### src/hw/rtl/bbfh_pkg.sv
// Shared types and constants for the bounded back/forward history block.
// Used by bounded_back_forward_history; depends on nothing.
package bbfh_pkg;

   // Ring size and the most entries kept on the back side
   localparam int RING_DEPTH = 32;
   localparam int BACK_LIMIT = 25;

   // Back side can hold at most one entry less than the ring
   localparam int EFF_LIMIT  = (BACK_LIMIT < RING_DEPTH - 1) ? BACK_LIMIT : RING_DEPTH - 1;

   localparam int SLOT_W     = $clog2(RING_DEPTH);
   localparam int CNT_W      = $clog2(RING_DEPTH);
   localparam int VALUE_W    = 32;

   // Command codes
   localparam logic [1:0] CMD_PUSH    = 2'd0;
   localparam logic [1:0] CMD_BACK    = 2'd1;
   localparam logic [1:0] CMD_FORWARD = 2'd2;

   typedef struct packed {
      logic [1:0]         command;
      logic [VALUE_W-1:0] value;
   } req_type;

   typedef struct packed {
      logic [VALUE_W-1:0] current_value;
      logic               current_valid;
      logic               can_go_back;
      logic               can_go_forward;
      logic               moved;
   } rsp_type;

   typedef enum logic {
      ST_IDLE,
      ST_READ
   } state_type;

endpackage

### src/hw/rtl/bbfh_ram.sv
// Generic simple dual-port RAM: one write port, one read port, registered read.
// Standalone; no package dependency.
module bbfh_ram #(
   parameter int WIDTH = 32,
   parameter int DEPTH = 32
) (
   input  logic                     clock,
   input  logic                     wr_en,
   input  logic [$clog2(DEPTH)-1:0] wr_addr,
   input  logic [WIDTH-1:0]         wr_data,
   input  logic                     rd_en,
   input  logic [$clog2(DEPTH)-1:0] rd_addr,
   output logic [WIDTH-1:0]         rd_data
);

   logic [WIDTH-1:0] mem_ff [DEPTH];
   logic [WIDTH-1:0] rd_data_ff;

   // Write port
   always_ff @(posedge clock) begin
      if (wr_en) begin
         mem_ff[wr_addr] <= wr_data;
      end
   end

   // Registered read port
   always_ff @(posedge clock) begin
      if (rd_en) begin
         rd_data_ff <= mem_ff[rd_addr];
      end
   end

   assign rd_data = rd_data_ff;

endmodule

### src/hw/rtl/bounded_back_forward_history.sv
// Back/forward navigation history kept in a ring RAM, top level.
// Depends on bbfh_pkg and bbfh_ram.
//
//   channel | ports                        | direction | moves
//   --------+------------------------------+-----------+-------------------------------
//   request | req_valid, req_stall, req_data | in      | command and handle to push
//   result  | rsp_valid, rsp_stall, rsp_data | out     | current entry and side flags
//
// Push, empty-side moves and unused codes produce a result from the idle state; a back or
// forward move that changes current passes through the read state for the registered RAM read.
// One request is worked on at a time; results wait in an output register plus a
// skid register, so a request is taken while one result waits downstream.
// Reset is synchronous and clears the cursor, counts and current entry; the ring
// RAM is not cleared (entries are only read after being written).
// The request side stalls during the RAM read and while the skid register is full.
module bounded_back_forward_history
   import bbfh_pkg::*;
(
   input  logic    clock,
   input  logic    reset,
   input  logic    req_valid,
   output logic    req_stall,
   input  req_type req_data,
   output logic    rsp_valid,
   input  logic    rsp_stall,
   output rsp_type rsp_data
);

   localparam logic [SLOT_W-1:0] LAST_SLOT   = SLOT_W'(RING_DEPTH - 1);
   localparam logic [CNT_W-1:0]  LIMIT_COUNT = CNT_W'(EFF_LIMIT);

   // History state
   state_type          state_ff, state_in;
   logic [SLOT_W-1:0]  cursor_ff, cursor_in;
   logic [CNT_W-1:0]   back_ff, back_in;
   logic [CNT_W-1:0]   fwd_ff, fwd_in;
   logic               has_cur_ff, has_cur_in;
   logic [VALUE_W-1:0] cur_ff, cur_in;

   // Result registers
   logic    out_v_ff, out_v_in;
   rsp_type out_ff, out_in;
   logic    skid_v_ff, skid_v_in;
   rsp_type skid_ff, skid_in;

   // RAM controls
   logic               ram_we, ram_re;
   logic [SLOT_W-1:0]  ram_waddr, ram_raddr;
   logic [VALUE_W-1:0] ram_rdata;

   logic              accept, produce, take;
   logic [SLOT_W-1:0] slot_next, slot_prev;
   rsp_type           result;

   bbfh_ram #(
      .WIDTH (VALUE_W),
      .DEPTH (RING_DEPTH)
   ) u_ring (
      .clock   (clock),
      .wr_en   (ram_we),
      .wr_addr (ram_waddr),
      .wr_data (req_data.value),
      .rd_en   (ram_re),
      .rd_addr (ram_raddr),
      .rd_data (ram_rdata)
   );

   assign req_stall = (state_ff != ST_IDLE) || skid_v_ff;
   assign accept    = req_valid && !req_stall;
   assign take      = out_v_ff && !rsp_stall;

   // Ring neighbors of the current slot
   assign slot_next = (cursor_ff == LAST_SLOT) ? '0 : cursor_ff + 1'b1;
   assign slot_prev = (cursor_ff == '0) ? LAST_SLOT : cursor_ff - 1'b1;

   // Command decode, state update and RAM access
   always_comb begin
      state_in   = state_ff;
      cursor_in  = cursor_ff;
      back_in    = back_ff;
      fwd_in     = fwd_ff;
      has_cur_in = has_cur_ff;
      cur_in     = cur_ff;
      ram_we     = 1'b0;
      ram_re     = 1'b0;
      ram_waddr  = cursor_ff;
      ram_raddr  = slot_prev;
      produce    = 1'b0;
      case (state_ff)
         ST_IDLE: begin
            if (accept) begin
               case (req_data.command)
                  CMD_PUSH: begin
                     if (has_cur_ff) begin
                        cursor_in = slot_next;
                        ram_waddr = slot_next;
                        back_in   = (back_ff == LIMIT_COUNT) ? back_ff : back_ff + 1'b1;
                     end
                     ram_we     = 1'b1;
                     fwd_in     = '0;
                     cur_in     = req_data.value;
                     has_cur_in = 1'b1;
                     produce    = 1'b1;
                  end
                  CMD_BACK: begin
                     if (back_ff != '0) begin
                        cursor_in = slot_prev;
                        ram_raddr = slot_prev;
                        ram_re    = 1'b1;
                        back_in   = back_ff - 1'b1;
                        fwd_in    = fwd_ff + 1'b1;
                        state_in  = ST_READ;
                     end else begin
                        produce = 1'b1;
                     end
                  end
                  CMD_FORWARD: begin
                     if (fwd_ff != '0) begin
                        cursor_in = slot_next;
                        ram_raddr = slot_next;
                        ram_re    = 1'b1;
                        fwd_in    = fwd_ff - 1'b1;
                        back_in   = back_ff + 1'b1;
                        state_in  = ST_READ;
                     end else begin
                        produce = 1'b1;
                     end
                  end
                  default: begin
                     produce = 1'b1;
                  end
               endcase
            end
         end
         ST_READ: begin
            // Neighbor entry arrives from the ring and becomes current
            cur_in   = ram_rdata;
            produce  = 1'b1;
            state_in = ST_IDLE;
         end
         default: begin
            state_in = ST_IDLE;
         end
      endcase

      result.current_value  = cur_in;
      result.current_valid  = has_cur_in;
      result.can_go_back    = (back_in != '0);
      result.can_go_forward = (fwd_in != '0);
      result.moved          = (state_ff == ST_READ);
   end

   // Output register with skid stage
   always_comb begin
      out_v_in  = out_v_ff;
      out_in    = out_ff;
      skid_v_in = skid_v_ff;
      skid_in   = skid_ff;
      if (skid_v_ff) begin
         if (take) begin
            out_in    = skid_ff;
            skid_v_in = 1'b0;
         end
      end else if (produce) begin
         if (!out_v_ff || take) begin
            out_in   = result;
            out_v_in = 1'b1;
         end else begin
            skid_in   = result;
            skid_v_in = 1'b1;
         end
      end else if (take) begin
         out_v_in = 1'b0;
      end
   end

   // Control state
   always_ff @(posedge clock) begin
      if (reset) begin
         state_ff   <= ST_IDLE;
         cursor_ff  <= '0;
         back_ff    <= '0;
         fwd_ff     <= '0;
         has_cur_ff <= 1'b0;
         cur_ff     <= '0;
         out_v_ff   <= 1'b0;
         skid_v_ff  <= 1'b0;
      end else begin
         state_ff   <= state_in;
         cursor_ff  <= cursor_in;
         back_ff    <= back_in;
         fwd_ff     <= fwd_in;
         has_cur_ff <= has_cur_in;
         cur_ff     <= cur_in;
         out_v_ff   <= out_v_in;
         skid_v_ff  <= skid_v_in;
      end
   end

   // Result payload
   always_ff @(posedge clock) begin
      out_ff  <= out_in;
      skid_ff <= skid_in;
   end

   assign rsp_valid = out_v_ff;
   assign rsp_data  = out_ff;

   // Skid holds a result only behind a full output register
   a_skid_behind_out: assert property (@(posedge clock) disable iff (reset)
      skid_v_ff |-> out_v_ff)
      else $error("skid register full while output register empty");

   // RAM read wait is always followed by the idle state
   a_read_one_cycle: assert property (@(posedge clock) disable iff (reset)
      (state_ff == ST_READ) |=> (state_ff == ST_IDLE))
      else $error("read state held longer than one cycle");

   // Back and forward sides never overlap in the ring
   a_sides_fit: assert property (@(posedge clock) disable iff (reset)
      ({1'b0, back_ff} + {1'b0, fwd_ff}) <= (CNT_W + 1)'(RING_DEPTH - 1))
      else $error("back and forward entries exceed ring capacity");

   // Back side stays within its limit
   a_back_limit: assert property (@(posedge clock) disable iff (reset)
      back_ff <= LIMIT_COUNT)
      else $error("back count above limit");

   // A side entry exists only once a current entry exists
   a_sides_need_current: assert property (@(posedge clock) disable iff (reset)
      ((back_ff != '0) || (fwd_ff != '0)) |-> has_cur_ff)
      else $error("history entries without a current entry");

endmodule
### config.mk
export PLATFORM = sky130hd
export DESIGN_NAME = bounded_back_forward_history
export DESIGN_NICKNAME = d
export VERILOG_FILES = /design/src/hw/rtl/bbfh_pkg.sv /design/src/hw/rtl/bbfh_ram.sv /design/src/hw/rtl/bounded_back_forward_history.sv
export SDC_FILE = /design/constraint.sdc
export NUM_CORES = 1
export LEC_CHECK = 0
export ABC_AREA = 1
export BUFFER_PORTS_ARGS = -buffer_cell sky130_fd_sc_hd__buf_2
export CORE_UTILIZATION = 52
export CTS_CLUSTER_DIAMETER = 50
export DETAILED_ROUTE_END_ITERATION = 7
export GPL_ROUTABILITY_DRIVEN = 0
export PLACE_DENSITY = 0.78
export SLEW_MARGIN = 30
export SYNTH_ARGS = -nofsm -noshare
export SYNTH_HDL_FRONTEND = slang
export SYNTH_HIERARCHICAL = 1
export SYNTH_SLANG_ARGS = --single-unit
### constraint.sdc
create_clock -name clock -period 8.5 [get_ports clock]
set_input_delay 1.275 -clock clock [delete_from_list [all_inputs] [get_ports clock]]
set_output_delay 1.275 -clock clock [all_outputs]
set_load 0.02 [all_outputs]
==> key figures, run 1 <==
Layout
  – Final net count: 4,312
  – Fraction of layout instances using a drive strength above 1: between 8 and 9%
  – Most frequent cells in the layout: nand2_1 (1,557), edfxtp_1 (1,128), nand3_1 (804)
  – Area delta synth->final: 11.04%
  – Ant. Diodes: 0
  – Final core occ: roughly three fifths
  – Most common cell after layout, fill and taps aside: nand2_1
  – Final Instance Area: about 54,000 sq um

Floorplanning
  – Initial core utilization: between 50% and 60%
  – Die Wd: approximately 310 um
  – Site Rows: 111
  – Die Area: ~95,000 sq um
  – IO Count: between 70 and 80
  – Core area: between 90,000 and 100,000 sq um
  – Die H: roughly 300 um

Timing
  – RSZ-0062 raised after global routing: false
  – Slew Limit Fails: 0
  – Relative slew slack: 32.36%
  – Post-route minimum period: 5122 ps
  – Final hold violation count: 0
  – Max Clock Freq: 0.1952 GHz
  – Worst Tran Pin Value: between 1000 and 1500 ps
  – Period Utilization, post-route: 60.26%
  – TNS Setup: 0 ps
  – Clock skew: approximately 37 ps
  – Final setup viols: 0

Flow run
  – MaxCap Viol Count: 0

Power
  – Power per standard cell area: about 250 nW/um^2
  – Sw frac: 28.19%
  – Internal: ~9.8 mW
  – Sequential share of power: a little under half
  – Logic pwr share: between 10% and 20%
  – Share of total power in the clock network: roughly 36%
  – LEAKAGE: 19.70 nW
  – P_sw: a little under 4 mW
  – Worst IR Drop VDD: around 0.00018 V

Clock tree
  – Clk_lat worst skew: just under 700 ps
  – CTS hold repair buffers: 0
  – Clk slew on worst S/H paths: around 60 ps
  – Clk buf depth: 3
  – Clk sinks: about 1,200
  – CTS Root Cell: clkbuf_16
  – CTS tree: yes
  – Setup Buffers After CTS: 0
  – CTS Buf Count: 118
  – CTS resizes: 0
  – H-tree depth: 3

Global route
  – Initial antenna violation count: 6
  – Total grt overflow: 0
  – Global-route wire length before repair: 193.0 mm
  – Vias in the first global route: roughly 32,000
  – Largest net degree at the start of global routing: between 200 and 250
  – Total GRT Usage: between 20% and 30%

Drt
  – Vias per std cell: 6.016
  – Antenna viol nets, final: 0
  – Number of detailed-route iterations in the first pass: 6
  – Drc violations: 0
  – Final wirelength: 129.3 mm
  – WL per Instance: around 23 um
  – Via count: around 34,000
  – DR iter-0 viols: between 5,000 and 6,000

Place
  – Placed cell areas: 50,410 sq um
  – Port Buffers: 75
  – DP HPWL: ~71 mm

Critical path
  – Crit. End Element: flip-flop
  – FF-to-FF setup slack: approximately 3500 ps
  – Max Fanout on Critical Path: 42
  – Worst Setup Start Kind: input pin
  – Req. time, crit path: approximately 9000 ps
  – Worst setup path class: in2reg
  – WP data arrival: between 5000 and 6000 ps

Logic synthesis
  – Synthesized net count: around 4,300
  – Mean cell area of the mapped netlist: about 12 sq um
  – Synth cell types: 36
  – Mapped Area: ~49,000 sq um
  – Post-synthesis sequential area ratio: 71.61%
  – Yosys Warn Count: 6
  – FF+latch count, synth: ~1,200
  – Post-Syn Instances: 4,236

Min path
  – Hold Path Class: reg2reg

Outcome
  – Outcome: finished clean
==> Yosys cell counts <==
| cell | instances | area, sq um |
|---|---|---|
| buf_2 | 88 | 440.4 |
| nand2_4 | 1 | 11.26 |
| nand4_1 | 8 | 50.05 |
| nor2_2 | 2 | 12.51 |
| or2_1 | 4 | 25.02 |
| a21oi_1 | 25 | 125.1 |
| nor2_8 | 2 | 40.04 |
| nor4_1 | 1 | 6.260 |
| o21bai_1 | 1 | 7.510 |
| o211ai_1 | 32 | 240.2 |
| inv_4 | 1 | 6.260 |
| edfxtp_1 | 1128 | 33870 |
| inv_1 | 112 | 420.4 |
| buf_1 | 20 | 75.07 |
| ha_1 | 12 | 150.1 |
| nor2_4 | 1 | 11.26 |
| xor2_1 | 5 | 43.79 |
| a31oi_1 | 2 | 12.51 |
| dfxtp_1 | 51 | 1021 |
| nand3_1 | 804 | 4024 |
| inv_8 | 1 | 11.26 |
| xnor2_1 | 2 | 17.52 |
| buf_6 | 68 | 765.7 |
| inv_2 | 5 | 18.77 |
| nand2_1 | 1557 | 5844 |
| buf_4 | 24 | 180.2 |
| nand2_2 | 1 | 6.260 |
| nand3_2 | 2 | 20.02 |
| o21ai_1 | 41 | 205.2 |
| nor3_1 | 2 | 10.01 |
| or2_2 | 10 | 62.56 |
| nor2_1 | 94 | 352.8 |
| or2_0 | 19 | 118.9 |
| o21ai_0 | 59 | 295.3 |
| buf_8 | 3 | 45.04 |
| clkbuf_1 | 48 | 180.2 |
==> layer usage <==
layer,GRT usage (%),up-vias,wire length [um]
met5,0,-,55
met2,41.87,2547,58810
met1,37.17,16087,47200
met4,10.95,8,5502
li1,-,14718,-
met3,6.294,360,17760
==> cell families after synthesis <==
kind of cell | share of synthesized area, %
fa+ha+maj | 0.3081
xor+xnor | 0.1258
buf+inv | 4.398
simple gates | 21.74
flops | 71.61
compound gates | 1.818
==> worst paths after layout <==
check                                        end              startpoint  cells past startpoint
setup / recovery  u_ring/mem_ff[29][0]$_DFFE_PP_            req_data[33]                     10
hold / removal            rsp_valid$_SDFFE_PP0P_  rsp_valid$_SDFFE_PP0P_                      2
setup reg to reg  u_ring/mem_ff[29][0]$_DFFE_PP_    skid_v_ff$_SDFF_PP0_                      9
hold reg to reg           rsp_valid$_SDFFE_PP0P_  rsp_valid$_SDFFE_PP0P_                      2
==> worst max-delay path, stage by stage <==
cell,delay (ps)
buf_2,120
inv_1,90
ha_1,240
nand3_2,730
inv_2,440
nand2_1,100
o21ai_0,180
nand3_1,730
nor2_4,950
buf_4,530
==> cell type report <==
| class | instances | area, sq um |
|---|---|---|
| well taps | 1243 | 1555 |
| flip-flops and latches | 1179 | 34890 |
| clock inverters | 68 | 600.6 |
| clock buffers | 152 | 3100 |
| multi-input cells | 2687 | 11990 |
| inverters | 119 | 485.5 |
| fillers | 6941 | 38110 |
| repair buffers | 157 | 1484 |
==> power groups by stage <==
stage | sequential (mW) | clock, mW | combinational [mW]
after global routing | 6.52 | 5.22 | 2.32
after detailed placement | 6.63 | 0 | 2.07
after CTS | 6.51 | 4.98 | 2.09
after floorplan | 6.65 | 0 | 1.30
after global placement | 6.63 | 0 | 2.02
final | 6.51 | 4.97 | 2.17
==> registers in the layout, summed over array words and instances (netlist names) <==
register        flops
u_ring/rd_data     32
fwd_ff              5
u_ring/mem_ff    1024
back_ff             5
cur_ff             32
rsp_valid           1
state_ff            1
rsp_data           36
skid_v_ff           1
has_cur_ff          1
cursor_ff           5
skid_ff            36
==> through the flow <==
stage / total power, mW / setup slack (ps) / hold slack (ps) / cells
2_1_floorplan: 7.947 / 3815 / 494.4 / 4236
3_3_place_gp: 8.650 / 2883 / 494.8 / 5360
3_5_place_dp: 8.705 / 2863 / 506.0 / 5385
4_1_cts: 13.59 / 3542 / 515.5 / 5605
5_1_grt: 14.05 / 3181 / 550.1 / 5605
6_report: 13.66 / 3378 / 513.1 / 5605
No activity file was read; power rests on OpenSTA's default activity.
==> run 2: changes to the inputs <==
==> constraint.sdc (replaced) <==
create_clock -name clock -period 5.33 [get_ports clock]
set_input_delay 0.7995 -clock clock [delete_from_list [all_inputs] [get_ports clock]]
set_output_delay 0.7995 -clock clock [all_outputs]
set_load 0.02 [all_outputs]
==> key figures, run 2 (synthesis results as in run 1) <==
Global route
  – Total GRT Usage: a little over a quarter
  – Vias in the first global route: about 32,000
  – Largest net degree at the start of global routing: between 150 and 200
  – Total grt overflow: 0
  – Global-route wire length before repair: 187.0 mm
  – Initial antenna violation count: 4

Power
  – Internal: around 16 mW
  – Logic pwr share: between 10% and 20%
  – Sequential share of power: around 47%
  – Sw frac: a little over a quarter
  – Share of total power in the clock network: between 30% and 40%
  – P_sw: 5.962 mW
  – Final Total Pwr: approximately 22 mW
  – Power per standard cell area: roughly 410 nW/um^2
  – Worst IR Drop VDD: between 0.0002 and 0.0003 V
  – LEAKAGE: a little under 20 nW

Critical path
  – Crit-path slowest cell: nor2_4
  – Reg-to-reg startpoint: cursor_ff[0]$_SDFFE_PP0P_
  – Reg-to-reg endpoint: u_ring/mem_ff[31][27]$_DFFE_PP_
  – Req. time, crit path: 5700 ps
  – Max Fanout on Critical Path: 14
  – CP peak stage delay: about 690 ps
  – Crit. End Element: flip-flop
  – Crit-path cells: ha_1 -> nand2_1 -> nor2_1 -> ha_1 -> a21oi_1 -> o21ai_0 -> nand2_1 -> o21ai_0 -> o21ai_0 -> nand3_1 -> nor2_4 -> buf_4
  – Worst setup path class: reg2reg
  – Crit path depth: 12
  – Worst Setup Start Kind: flip-flop
  – Most frequent CP cell: o21ai_0
  – CP top delay family: simple AND/OR/NAND/NOR gates
  – WP data arrival: 4450 ps
  – FF-to-FF setup slack: around 1200 ps
  – Crit path buffers/inverters: 1
  – Cell count of the worst reg-to-reg path: 12

Timing
  – Final hold violation count: 0
  – Post-route minimum period: ~4100 ps
  – RSZ-0062 raised after global routing: false
  – Final setup viols: 0
  – Worst Tran Pin Value: 1077 ps
  – Period Utilization, post-route: approximately 77%
  – Slew Limit Fails: 0
  – WHS: about 400 ps
  – Max Clock Freq: approximately 0.25 GHz
  – Relative slew slack: between 20% and 30%
  – Clock skew: between 30 and 40 ps
  – TNS Setup: 0 ps

Clock tree
  – CTS Root Cell: clkbuf_16
  – Clk buf depth: 3
  – CTS hold repair buffers: 0
  – CTS tree: yes
  – Clk_lat worst skew: 700 ps
  – Clk slew on worst S/H paths: around 60 ps
  – CTS resizes: 0
  – H-tree depth: 3
  – Clk sinks: 1,179
  – CTS Buf Count: roughly 120
  – Setup Buffers After CTS: 0

Floorplanning
  – Die Area: 94,940 sq um
  – IO Count: 76
  – Core area: between 90,000 and 100,000 sq um
  – Die H: roughly 300 um
  – Die Wd: approximately 300 um
  – Site Rows: between 100 and 150
  – Initial core utilization: between 50% and 60%

Place
  – DP HPWL: ~66 mm
  – Cells after DPL: around 5,400
  – Port Buffers: 75

Flow run
  – MaxCap Viol Count: 0

Drt
  – Number of detailed-route iterations in the first pass: 8
  – Vias per std cell: ~6
  – Via count: about 33,000
  – Antenna viol nets, final: 0
  – WL per Instance: roughly 22 um
  – Final wirelength: approximately 130 mm
  – DR iter-0 viols: 4,229
  – Drc violations: 0

Layout
  – Fraction of layout instances using a drive strength above 1: 9.482%
  – Non-Filler Instances: between 5,000 and 6,000
  – Most common cell after layout, fill and taps aside: nand2_1
  – Area of the multi-input gates: approximately 12,000 sq um
  – Max reg flops: about 1,000
  – Area delta synth->final: 10.88%
  – Sequential cell area: approximately 35,000 sq um
  – Most frequent cells in the layout: nand2_1 (1,557), edfxtp_1 (1,128), nand3_1 (804)
  – Biggest register: u_ring/mem_ff
  – Final net count: about 4,300
  – Fillers: 7,039

Min path
  – Hold depth: 3
  – WHS Endpoint: rsp_valid$_SDFFE_PP0P_
  – Hold_sp: rsp_stall
  – Hold Path Class: in2reg

Outcome
  – Outcome: finished clean
run 2: worst max path at each step:
stage                                 endpoint  slack (ps)                       from
6_report       u_ring/mem_ff[31][27]$_DFFE_PP_        1250  cursor_ff[0]$_SDFFE_PP0P_
3_5_place_dp    u_ring/mem_ff[16][8]$_DFFE_PP_         970               req_data[32]
3_3_place_gp    u_ring/mem_ff[16][5]$_DFFE_PP_        1060               req_data[32]
5_1_grt         u_ring/mem_ff[16][6]$_DFFE_PP_        1040  cursor_ff[0]$_SDFFE_PP0P_
2_1_floorplan      u_ring/rd_data[0]$_DFFE_PP_        1120               req_data[33]
4_1_cts         u_ring/mem_ff[16][6]$_DFFE_PP_        1350  cursor_ff[0]$_SDFFE_PP0P_
run 2: worst reg2reg max path: stages (launching register included):
cell,delay [ps]
dfxtp_1,400
ha_1,270
nand2_1,70
nor2_1,50
ha_1,260
a21oi_1,130
o21ai_0,200
nand2_1,100
o21ai_0,110
o21ai_0,570
nand3_1,530
nor2_4,700
buf_4,400
run 2: through the flow:
step	instance area (sq um)	setup WS, ps	util (%)
after floorplan	48730	1120	-
after global placement	50140	1060	54.37
after detailed placement	50140	968.9	54.37
after CTS	54020	1347	58.58
after global routing	54030	1039	58.59
final	54030	1249	58.59
run 2: power by group through the flow:
stage / registers, mW / clock network, mW / logic (mW)
global route: 10.4 / 8.59 / 3.56
CTS: 10.4 / 8.27 / 3.21
floorplan: 10.6 / 0 / 2.07
global placement: 10.6 / 0 / 3.12
detailed placement: 10.6 / 0 / 3.19
finish: 10.4 / 8.22 / 3.30
run 2: per-layer routing:
layer  wire, um  vias up  share of wire, %  global-route usage (%)
met3      14290      350                11                   4.734
li1           -    14715                 -                       -
met1      47380    15851                38                   35.60
met5         38        -             0.030                       0
met2      58640     2138                47                   41.93
met4       4933        6               3.9                   10.55
run 2: area by class of cell:
| type | instances | share of cell area, % |
|---|---|---|
| Inverter | 119 | 0.8939 |
| Tap cell | 1243 | 2.878 |
| Clock buffer | 152 | 5.910 |
| Clock inverter | 67 | 1.281 |
| Timing Repair Buffer | 162 | 2.265 |
| Sequential cell | 1179 | 64.58 |
| Multi-Input combinational cell | 2687 | 22.18 |
| Antenna cell | 1 | 0.004631 |
